===== src/rtl/sfs_pkg.sv =====
// Shared types and constants for the scan FIR smoother.
// Used by sfs_mac, scan_fir_smoother_core and the testbench; no dependencies.
package sfs_pkg;

   localparam int TAP_W      = 3;   // tap_count register width
   localparam int COEF_W     = 16;  // signed Q1.15 weights
   localparam int NUM_COEF   = 7;
   localparam int COEF_IDX_W = 3;
   localparam int CSR_IDX_W  = 3;
   localparam int CSR_DATA_W = 16;
   localparam int FRAC_BITS  = 15;
   localparam int ROUND_HALF = 1 << (FRAC_BITS - 1);

   localparam logic [CSR_IDX_W-1:0] CSR_TAP_COUNT = 3'd0;
   localparam logic [CSR_IDX_W-1:0] CSR_COEF_BASE = 3'd1;

   localparam logic [TAP_W-1:0]         TAP_COUNT_RST = 3'd1;
   localparam logic signed [COEF_W-1:0] COEF0_RST     = 16'sd32767;

   typedef enum logic [2:0] {
      ST_IDLE,
      ST_MAC,
      ST_DRAIN,
      ST_FILT,
      ST_RAW,
      ST_FLUSH
   } state_type;

   typedef struct packed {
      logic clear;   // zero the accumulator
      logic issue;   // multiply the presented sample and weight
   } mac_ctrl_type;

endpackage


===== src/rtl/sfs_mac.sv =====
// Shared multiply-accumulate unit with round, shift and saturate on the sum.
// Depends on sfs_pkg.
module sfs_mac #(
   parameter int SAMPLE_BITS = 16,
   parameter int MAX_TAPS    = 7
) (
   input  logic                             clock,
   input  logic                             reset,
   input  sfs_pkg::mac_ctrl_type            ctrl,
   input  logic [SAMPLE_BITS-1:0]           sample,
   input  logic signed [sfs_pkg::COEF_W-1:0] coef,
   output logic [SAMPLE_BITS-1:0]           result
);

   localparam int PROD_W = SAMPLE_BITS + 1 + sfs_pkg::COEF_W;
   localparam int ACC_W  = PROD_W + $clog2(MAX_TAPS) + 1;
   localparam int TOP_LO = sfs_pkg::FRAC_BITS + SAMPLE_BITS;

   logic signed [SAMPLE_BITS:0] samp_s;
   logic signed [PROD_W-1:0]    prod_in, prod_ff;
   logic                        prod_vld_ff;
   logic signed [ACC_W-1:0]     acc_in, acc_ff;
   logic signed [ACC_W:0]       rnd;

   assign samp_s  = {1'b0, sample};
   assign prod_in = samp_s * coef;

   always_comb begin
      if (ctrl.clear) begin
         acc_in = '0;
      end else if (prod_vld_ff) begin
         acc_in = acc_ff + ACC_W'(prod_ff);
      end else begin
         acc_in = acc_ff;
      end
   end

   always_ff @(posedge clock) begin
      if (reset) begin
         prod_vld_ff <= 1'b0;
         acc_ff      <= '0;
      end else begin
         prod_vld_ff <= ctrl.issue & ~ctrl.clear;
         acc_ff      <= acc_in;
      end
      prod_ff <= prod_in;
   end

   // Round half up, drop the fraction, clamp to the sample range.
   assign rnd = (ACC_W+1)'(acc_ff) + (ACC_W+1)'(sfs_pkg::ROUND_HALF);

   always_comb begin
      if (rnd[ACC_W]) begin
         result = '0;
      end else if (rnd[ACC_W-1:TOP_LO] != '0) begin
         result = '1;
      end else begin
         result = rnd[TOP_LO-1:sfs_pkg::FRAC_BITS];
      end
   end

endmodule


===== src/rtl/scan_fir_smoother_core.sv =====
// Top level of the scan FIR smoother: register file, sample window and sequencer.
// Depends on sfs_pkg and sfs_mac.
//
// Usage:
//  - req_* carries one range item per handshake (valid/ready); req_scan_end marks
//    the final sample of a scan. rsp_* returns range items in scan order with
//    was_filtered and scan_last flags. csr_* writes tap_count (index 0) and
//    coef_0..coef_6 (indices 1..7); write only while the block is idle.
//  - Output lags input by half the odd tap count T. The first and last T/2 samples
//    of a scan, and every sample of a scan shorter than T, pass through raw.
//  - One item at a time. A filtered item runs one multiply per tap on the single
//    shared multiply-accumulate unit, then drains its product register, then rounds
//    and loads the output register, and the sequencer goes idle for the next accept.
//    A raw item loads the output register straight from the window; a scan-end item
//    adds one flush step per tail item (at most 3 more).
//  - The output register holds each result until rsp_ready; while it is full the
//    sequencer waits, so a stalled receiver stalls req_ready as well.
//  - Synchronous reset empties the window and the output register, sets
//    tap_count to 1, coef_0 to 32767 and the other weights to 0.
module scan_fir_smoother_core #(
   parameter int SAMPLE_BITS = 16,
   parameter int MAX_TAPS    = 7
) (
   input  logic                               clock,
   input  logic                               reset,
   // input items
   input  logic                               req_valid,
   output logic                               req_ready,
   input  logic [SAMPLE_BITS-1:0]             req_range_in,
   input  logic                               req_scan_end,
   // result items
   output logic                               rsp_valid,
   input  logic                               rsp_ready,
   output logic [SAMPLE_BITS-1:0]             rsp_range_out,
   output logic                               rsp_was_filtered,
   output logic                               rsp_scan_last,
   // register writes
   input  logic                               csr_wr_en,
   input  logic [sfs_pkg::CSR_IDX_W-1:0]      csr_index,
   input  logic [sfs_pkg::CSR_DATA_W-1:0]     csr_wr_data
);

   localparam int CNT_W = $clog2(MAX_TAPS + 1);
   localparam int IDX_W = (MAX_TAPS > 1) ? $clog2(MAX_TAPS) : 1;

   // ---------------------------------------------------------------- registers
   logic [sfs_pkg::TAP_W-1:0]         tap_count_ff;
   logic signed [sfs_pkg::COEF_W-1:0] coef_ff [sfs_pkg::NUM_COEF];

   always_ff @(posedge clock) begin
      if (reset) begin
         tap_count_ff <= sfs_pkg::TAP_COUNT_RST;
         for (int i = 1; i < sfs_pkg::NUM_COEF; i++) begin
            coef_ff[i] <= '0;
         end
         coef_ff[0] <= sfs_pkg::COEF0_RST;
      end else if (csr_wr_en) begin
         if (csr_index == sfs_pkg::CSR_TAP_COUNT) begin
            tap_count_ff <= csr_wr_data[sfs_pkg::TAP_W-1:0];
         end else begin
            coef_ff[sfs_pkg::COEF_IDX_W'(csr_index - sfs_pkg::CSR_COEF_BASE)] <= csr_wr_data;
         end
      end
   end

   // Effective odd tap count and half width.
   logic [CNT_W-1:0] t_lim, t_eff, h_eff;

   always_comb begin
      if (int'(tap_count_ff) > MAX_TAPS) begin
         t_lim = CNT_W'(MAX_TAPS);
      end else begin
         t_lim = CNT_W'(tap_count_ff);
      end
      if (t_lim[0]) begin
         t_eff = t_lim;
      end else if (t_lim == '0) begin
         t_eff = CNT_W'(1);
      end else begin
         t_eff = t_lim - CNT_W'(1);
      end
      h_eff = t_eff >> 1;
   end

   // ---------------------------------------------------------------- state
   sfs_pkg::state_type state_ff, state_in;
   logic [SAMPLE_BITS-1:0] window_ff [MAX_TAPS];
   logic [CNT_W-1:0]       fill_count_ff, fill_count_in;
   logic [IDX_W-1:0]       idx_ff, idx_in;     // tap being multiplied
   logic [IDX_W-1:0]       a_ff, a_in;         // window entry of the next tail item
   logic                   end_ff;
   logic                   rsp_valid_ff;
   logic [SAMPLE_BITS-1:0] rsp_range_ff;
   logic                   rsp_filt_ff, rsp_last_ff;

   logic                   accept, out_free, out_load;
   logic [SAMPLE_BITS-1:0] out_range;
   logic                   out_filt, out_last;
   logic [IDX_W-1:0]       rd_addr;
   logic [SAMPLE_BITS-1:0] win_rd;
   logic [SAMPLE_BITS-1:0] mac_result;
   sfs_pkg::mac_ctrl_type  mac_ctrl;
   logic                   k_ge_h, k_filt, idx_last;

   assign accept   = req_valid & req_ready;
   assign out_free = ~rsp_valid_ff | rsp_ready;
   assign k_ge_h   = fill_count_ff >= h_eff;
   assign k_filt   = ({1'b0, fill_count_ff} + (CNT_W+1)'(1)) >= {1'b0, t_eff};
   assign idx_last = CNT_W'(idx_ff) == (t_eff - CNT_W'(1));
   assign win_rd   = window_ff[rd_addr];

   // Next state.
   always_comb begin
      state_in = state_ff;
      case (state_ff)
         sfs_pkg::ST_IDLE: begin
            if (accept) begin
               if (k_ge_h) begin
                  state_in = k_filt ? sfs_pkg::ST_MAC : sfs_pkg::ST_RAW;
               end else if (req_scan_end) begin
                  state_in = sfs_pkg::ST_FLUSH;
               end
            end
         end
         sfs_pkg::ST_MAC: begin
            if (idx_last) begin
               state_in = sfs_pkg::ST_DRAIN;
            end
         end
         sfs_pkg::ST_DRAIN: begin
            state_in = sfs_pkg::ST_FILT;
         end
         sfs_pkg::ST_FILT, sfs_pkg::ST_RAW: begin
            if (out_free) begin
               state_in = (end_ff && h_eff != '0) ? sfs_pkg::ST_FLUSH : sfs_pkg::ST_IDLE;
            end
         end
         sfs_pkg::ST_FLUSH: begin
            if (out_free && a_ff == '0) begin
               state_in = sfs_pkg::ST_IDLE;
            end
         end
         default: begin
            state_in = sfs_pkg::ST_IDLE;
         end
      endcase
   end

   // Sequencer outputs.
   always_comb begin
      req_ready = 1'b0;
      mac_ctrl  = '0;
      out_load  = 1'b0;
      out_range = win_rd;
      out_filt  = 1'b0;
      out_last  = 1'b0;
      rd_addr   = a_ff;
      case (state_ff)
         sfs_pkg::ST_IDLE: begin
            req_ready      = 1'b1;
            mac_ctrl.clear = 1'b1;
         end
         sfs_pkg::ST_MAC: begin
            // tap i weights the entry t-1-i, oldest sample on tap 0
            mac_ctrl.issue = 1'b1;
            rd_addr        = IDX_W'(t_eff - CNT_W'(1) - CNT_W'(idx_ff));
         end
         sfs_pkg::ST_DRAIN: begin
            rd_addr = a_ff;
         end
         sfs_pkg::ST_FILT: begin
            out_load  = out_free;
            out_range = mac_result;
            out_filt  = 1'b1;
            out_last  = end_ff && h_eff == '0;
         end
         sfs_pkg::ST_RAW: begin
            rd_addr  = IDX_W'(h_eff);
            out_load = out_free;
            out_last = end_ff && h_eff == '0;
         end
         sfs_pkg::ST_FLUSH: begin
            out_load = out_free;
            out_last = a_ff == '0;
         end
         default: begin
            req_ready = 1'b0;
         end
      endcase
   end

   // Counter and fill updates.
   always_comb begin
      idx_in        = idx_ff;
      a_in          = a_ff;
      fill_count_in = fill_count_ff;
      if (state_ff == sfs_pkg::ST_IDLE) begin
         idx_in = '0;
      end else if (state_ff == sfs_pkg::ST_MAC && !idx_last) begin
         idx_in = idx_ff + IDX_W'(1);
      end
      if (accept) begin
         // short scan: the tail starts at the oldest entry of the scan, below the half width
         a_in = IDX_W'(fill_count_ff);
         if (req_scan_end) begin
            fill_count_in = '0;
         end else if (int'(fill_count_ff) < MAX_TAPS) begin
            fill_count_in = fill_count_ff + CNT_W'(1);
         end
      end else if (out_load) begin
         if (state_ff == sfs_pkg::ST_FLUSH) begin
            a_in = a_ff - IDX_W'(1);
         end else begin
            a_in = IDX_W'(h_eff - CNT_W'(1));
         end
      end
   end

   always_ff @(posedge clock) begin
      if (reset) begin
         state_ff      <= sfs_pkg::ST_IDLE;
         fill_count_ff <= '0;
         rsp_valid_ff  <= 1'b0;
         for (int i = 0; i < MAX_TAPS; i++) begin
            window_ff[i] <= '0;
         end
      end else begin
         state_ff      <= state_in;
         fill_count_ff <= fill_count_in;
         if (out_load) begin
            rsp_valid_ff <= 1'b1;
         end else if (rsp_ready) begin
            rsp_valid_ff <= 1'b0;
         end
         // advance the window, newest sample at entry 0
         if (accept) begin
            for (int i = MAX_TAPS - 1; i > 0; i--) begin
               window_ff[i] <= window_ff[i-1];
            end
            window_ff[0] <= req_range_in;
         end
      end
      idx_ff <= idx_in;
      a_ff   <= a_in;
      if (accept) begin
         end_ff <= req_scan_end;
      end
      if (out_load) begin
         rsp_range_ff <= out_range;
         rsp_filt_ff  <= out_filt;
         rsp_last_ff  <= out_last;
      end
   end

   sfs_mac #(
      .SAMPLE_BITS (SAMPLE_BITS),
      .MAX_TAPS    (MAX_TAPS)
   ) u_mac (
      .clock  (clock),
      .reset  (reset),
      .ctrl   (mac_ctrl),
      .sample (win_rd),
      .coef   (coef_ff[sfs_pkg::COEF_IDX_W'(idx_ff)]),
      .result (mac_result)
   );

   assign rsp_valid        = rsp_valid_ff;
   assign rsp_range_out    = rsp_range_ff;
   assign rsp_was_filtered = rsp_filt_ff;
   assign rsp_scan_last    = rsp_last_ff;

endmodule


===== config.mk =====
export PLATFORM = sky130hd
export DESIGN_NAME = scan_fir_smoother_core
export DESIGN_NICKNAME = d
export VERILOG_FILES = /design/src/rtl/sfs_pkg.sv /design/src/rtl/sfs_mac.sv /design/src/rtl/scan_fir_smoother_core.sv
export SDC_FILE = /design/constraint.sdc
export NUM_CORES = 1
export LEC_CHECK = 0
export ABC_AREA = 1
export BUFFER_PORTS_ARGS = -buffer_cell sky130_fd_sc_hd__buf_2
export CORE_ASPECT_RATIO = 0.7
export CORE_MARGIN = 1.5
export CORE_UTILIZATION = 25
export DETAILED_ROUTE_END_ITERATION = 10
export GPL_ROUTABILITY_DRIVEN = 0
export PLACE_DENSITY_LB_ADDON = 0.3
export SYNTH_ARGS = -nofsm -noshare
export SYNTH_HDL_FRONTEND = slang
export SYNTH_SLANG_ARGS = --single-unit

===== constraint.sdc =====
create_clock -name clock -period 21 [get_ports clock]
set_input_delay 1.05 -clock clock [delete_from_list [all_inputs] [get_ports clock]]
set_output_delay 1.05 -clock clock [all_outputs]
set_load 0.02 [all_outputs]

==> results.json <==
{
  "status": "finished clean",
  "tightest_slew_ns": 1.24,
  "report.final.hold_viol_count": 0,
  "finalSetupViolations": 0,
  "drive_above_1_share": 0.0658,
  "period_share": 0.421,
  "min_path_cells": 2,
  "root_buffer": "clkbuf_16",
  "vias": 21400,
  "track_usage": 0.151,
  "cp_slowest_cell": "fa_1",
  "r2r_cells": 32,
  "ant_nets": 0,
  "fin_ws_ns": 12.17,
  "io_buffers": 60,
  "grt-ovfl-total": 0,
  "cts_buffers": 40,
  "area_delta_synth_final_pct": 11.5,
  "grt_pass1_wl_um": 128000,
  "synth_ff_type": "edfxtp_1",
  "coreArea_mm2": 0.106,
  "report.final.slew_viol_count": 0,
  "crit_path_max_incr_delay_ns": 0.55,
  "fmax_mhz": 113,
  "clk_pin_slew_ns": 0.06,
  "worstPathArrival_ns": 9.29,
  "cp-end-kind": "flop",
  "ys_warn_count": 0,
  "initial_utilization": 0.252,
  "clkLatencyLatePin_ns": 0.63,
  "viasPerCell": 4.55,
  "row_count": 100,
  "slew_headroom": 0.174,
  "die_x_um": 395,
  "die_area_mm2": 0.109,
  "ctsResizeCount": 0,
  "post-place-ws_ns": 12.39,
  "period_needed_ns": 8.83,
  "synthTopCellsByArea": "edfxtp_1 29%, fa_1 15%, nand2_1 9.9%, ha_1 8.1%, inv_1 7.8%",
  "grt_pass1_vias": 20800,
  "drt-total-wl_um": 82700,
  "avgSynthCellArea_um2": 8.33,
  "synth_async_sr_flop_share": 0,
  "ctsLongestPathBuffers": 3,
  "num_io_pins": 61,
  "post-cts-setup-buffers": 0,
  "tritoncts": "yes",
  "hold_path_class": "reg2reg",
  "cts_max_level": 2,
  "synth_cell_types": 54,
  "ys_seq_area_frac": 0.358,
  "grt_max_degree": 94,
  "synth_top_area_share": 0.293,
  "first_pass_iters": 6,
  "drt_iter0_drc": 2170,
  "remaining_drc_errors": 0,
  "final_nets": 3665,
  "critPathMaxFanout": 49,
  "ys_ff_latch": 349,
  "synth.cell_area_mm2": 0.0269,
  "critical_path_class": "reg2reg",
  "synthTopCellsByCount": "709 x nand2_1, 561 x inv_1, 489 x nor2_1",
  "die_h_um": 277,
  "setup-tns-final_ns": 0,
  "maxCapViolations": 0,
  "worstPathRequired_ns": 21.46,
  "wire_per_inst_um": 17.5,
  "cp-start-kind": "flop",
  "hold_slack_ns": 0.487,
  "syn_inst": 3224,
  "antenna_found_initial": 4,
  "hold_buffers": 0,
  "clock_sinks": 349,
  "synth.most_common_cell": "nand2_1",
  "hpwl_um": 63100,
  "finClkSkew_ns": 0.0592,
  "synth_edf_count": 262,
  "fillers": 11500,
  "post-synth-top-area-cell": "edfxtp_1",
  "crit_top_cell": "fa_1",
  "rsz0062_at_grt": "no"
}
worst max-delay path: cells and delay by family (launching register included):
kind	cells	cell delay [ns]
flops	1	0.35
compound gates	5	1.14
fa+ha+maj	9	4.28
simple gates	9	1.18
buf+inv	8	1.47
xor+xnor	1	0.14
cell usage in the layout (no fill, tap or decap), drive strengths merged, types with 2 or more instances in the layout:
cell type and instances:
a21o 6, a21boi 3, bufinv 2, a31oi 3, clkinv 21, nor4 6
buf 85, o21ai 95, fa 196, nor3 20, o211ai 39, nand3b 4
nand4 33, a21oi 162, o21bai 7, xnor2 20, dfxtp 87, edfxtp 262
conb 3, nand2 724, xor2 43, nand3 97, o22ai 18, and2 2
inv 586, a32o 28, or2 5, ha 173, nor2 495, o21a 8
clkbuf 46, clkinvlp 2
cell type report:
cell class	count	area (µm²)	area share
Clock buffer	46	1020	0.0342
Tap cell	1428	1790	0.0596
Multi-Input combinational cell	2194	14600	0.487
Inverter	585	2200	0.0734
Antenna cell	1	2.50	0.0000835
Sequential cell	349	9610	0.321
Clock inverter	26	274	0.00914
Timing Repair Buffer	85	488	0.0163
per-stage QoR:
step	cell area (µm²)	utilization	instances
floorplan	26900	-	3225
global placement	28700	0.269	4641
detailed placement	28700	0.269	4641
CTS	30000	0.281	4713
global route	30000	0.281	4713
finish	30000	0.281	4714
final timing paths:
kind	startpoint	to	slack [ns]
setup / recovery	t_lim[0]	u_mac.prod_ff[23]	12.17
hold / removal	u_mac.acc_ff[0]	u_mac.acc_ff[0]	0.49
setup reg to reg	t_lim[0]	u_mac.prod_ff[23]	12.17
hold reg to reg	u_mac.acc_ff[0]	u_mac.acc_ff[0]	0.49
state kept, by name (all words and copies together), names as in the netlist, named ones only:
signal,cells
u_mac.prod_vld_ff,1
a_ff,3
idx_ff,3
fill_count_ff,3
rsp_scan_last,1
rsp_was_filtered,1
state_ff,3
u_mac.prod_ff,33
t_lim,3
end_ff,1
window_ff,112
rsp_range_out,16
coef_ff,128
rsp_valid,1
u_mac.acc_ff,37
kinds of logic after synthesis:
| group | count (synthesis) | synth area share |
|---|---|---|
| adder cells (fa/ha/maj) | 369 | 0.227 |
| other | 2 | 0.000280 |
| flip-flops | 349 | 0.358 |
| AND/OR/NAND/NOR | 1387 | 0.209 |
| XOR/XNOR | 63 | 0.0205 |
| AO/OA/AOI/OAI | 372 | 0.0848 |
| buffers and inverters | 682 | 0.101 |
routing by layer:
layer,up-vias,global-route usage,part of all wire
met5,-,0,0
met4,0,0.0261,0.015
met3,91,0.0467,0.10
met2,735,0.196,0.37
met1,10300,0.241,0.52
li1,10300,-,-
Power is not shown: default switching activity piles up to over one toggle a cycle in this logic, so the estimate is an artifact.
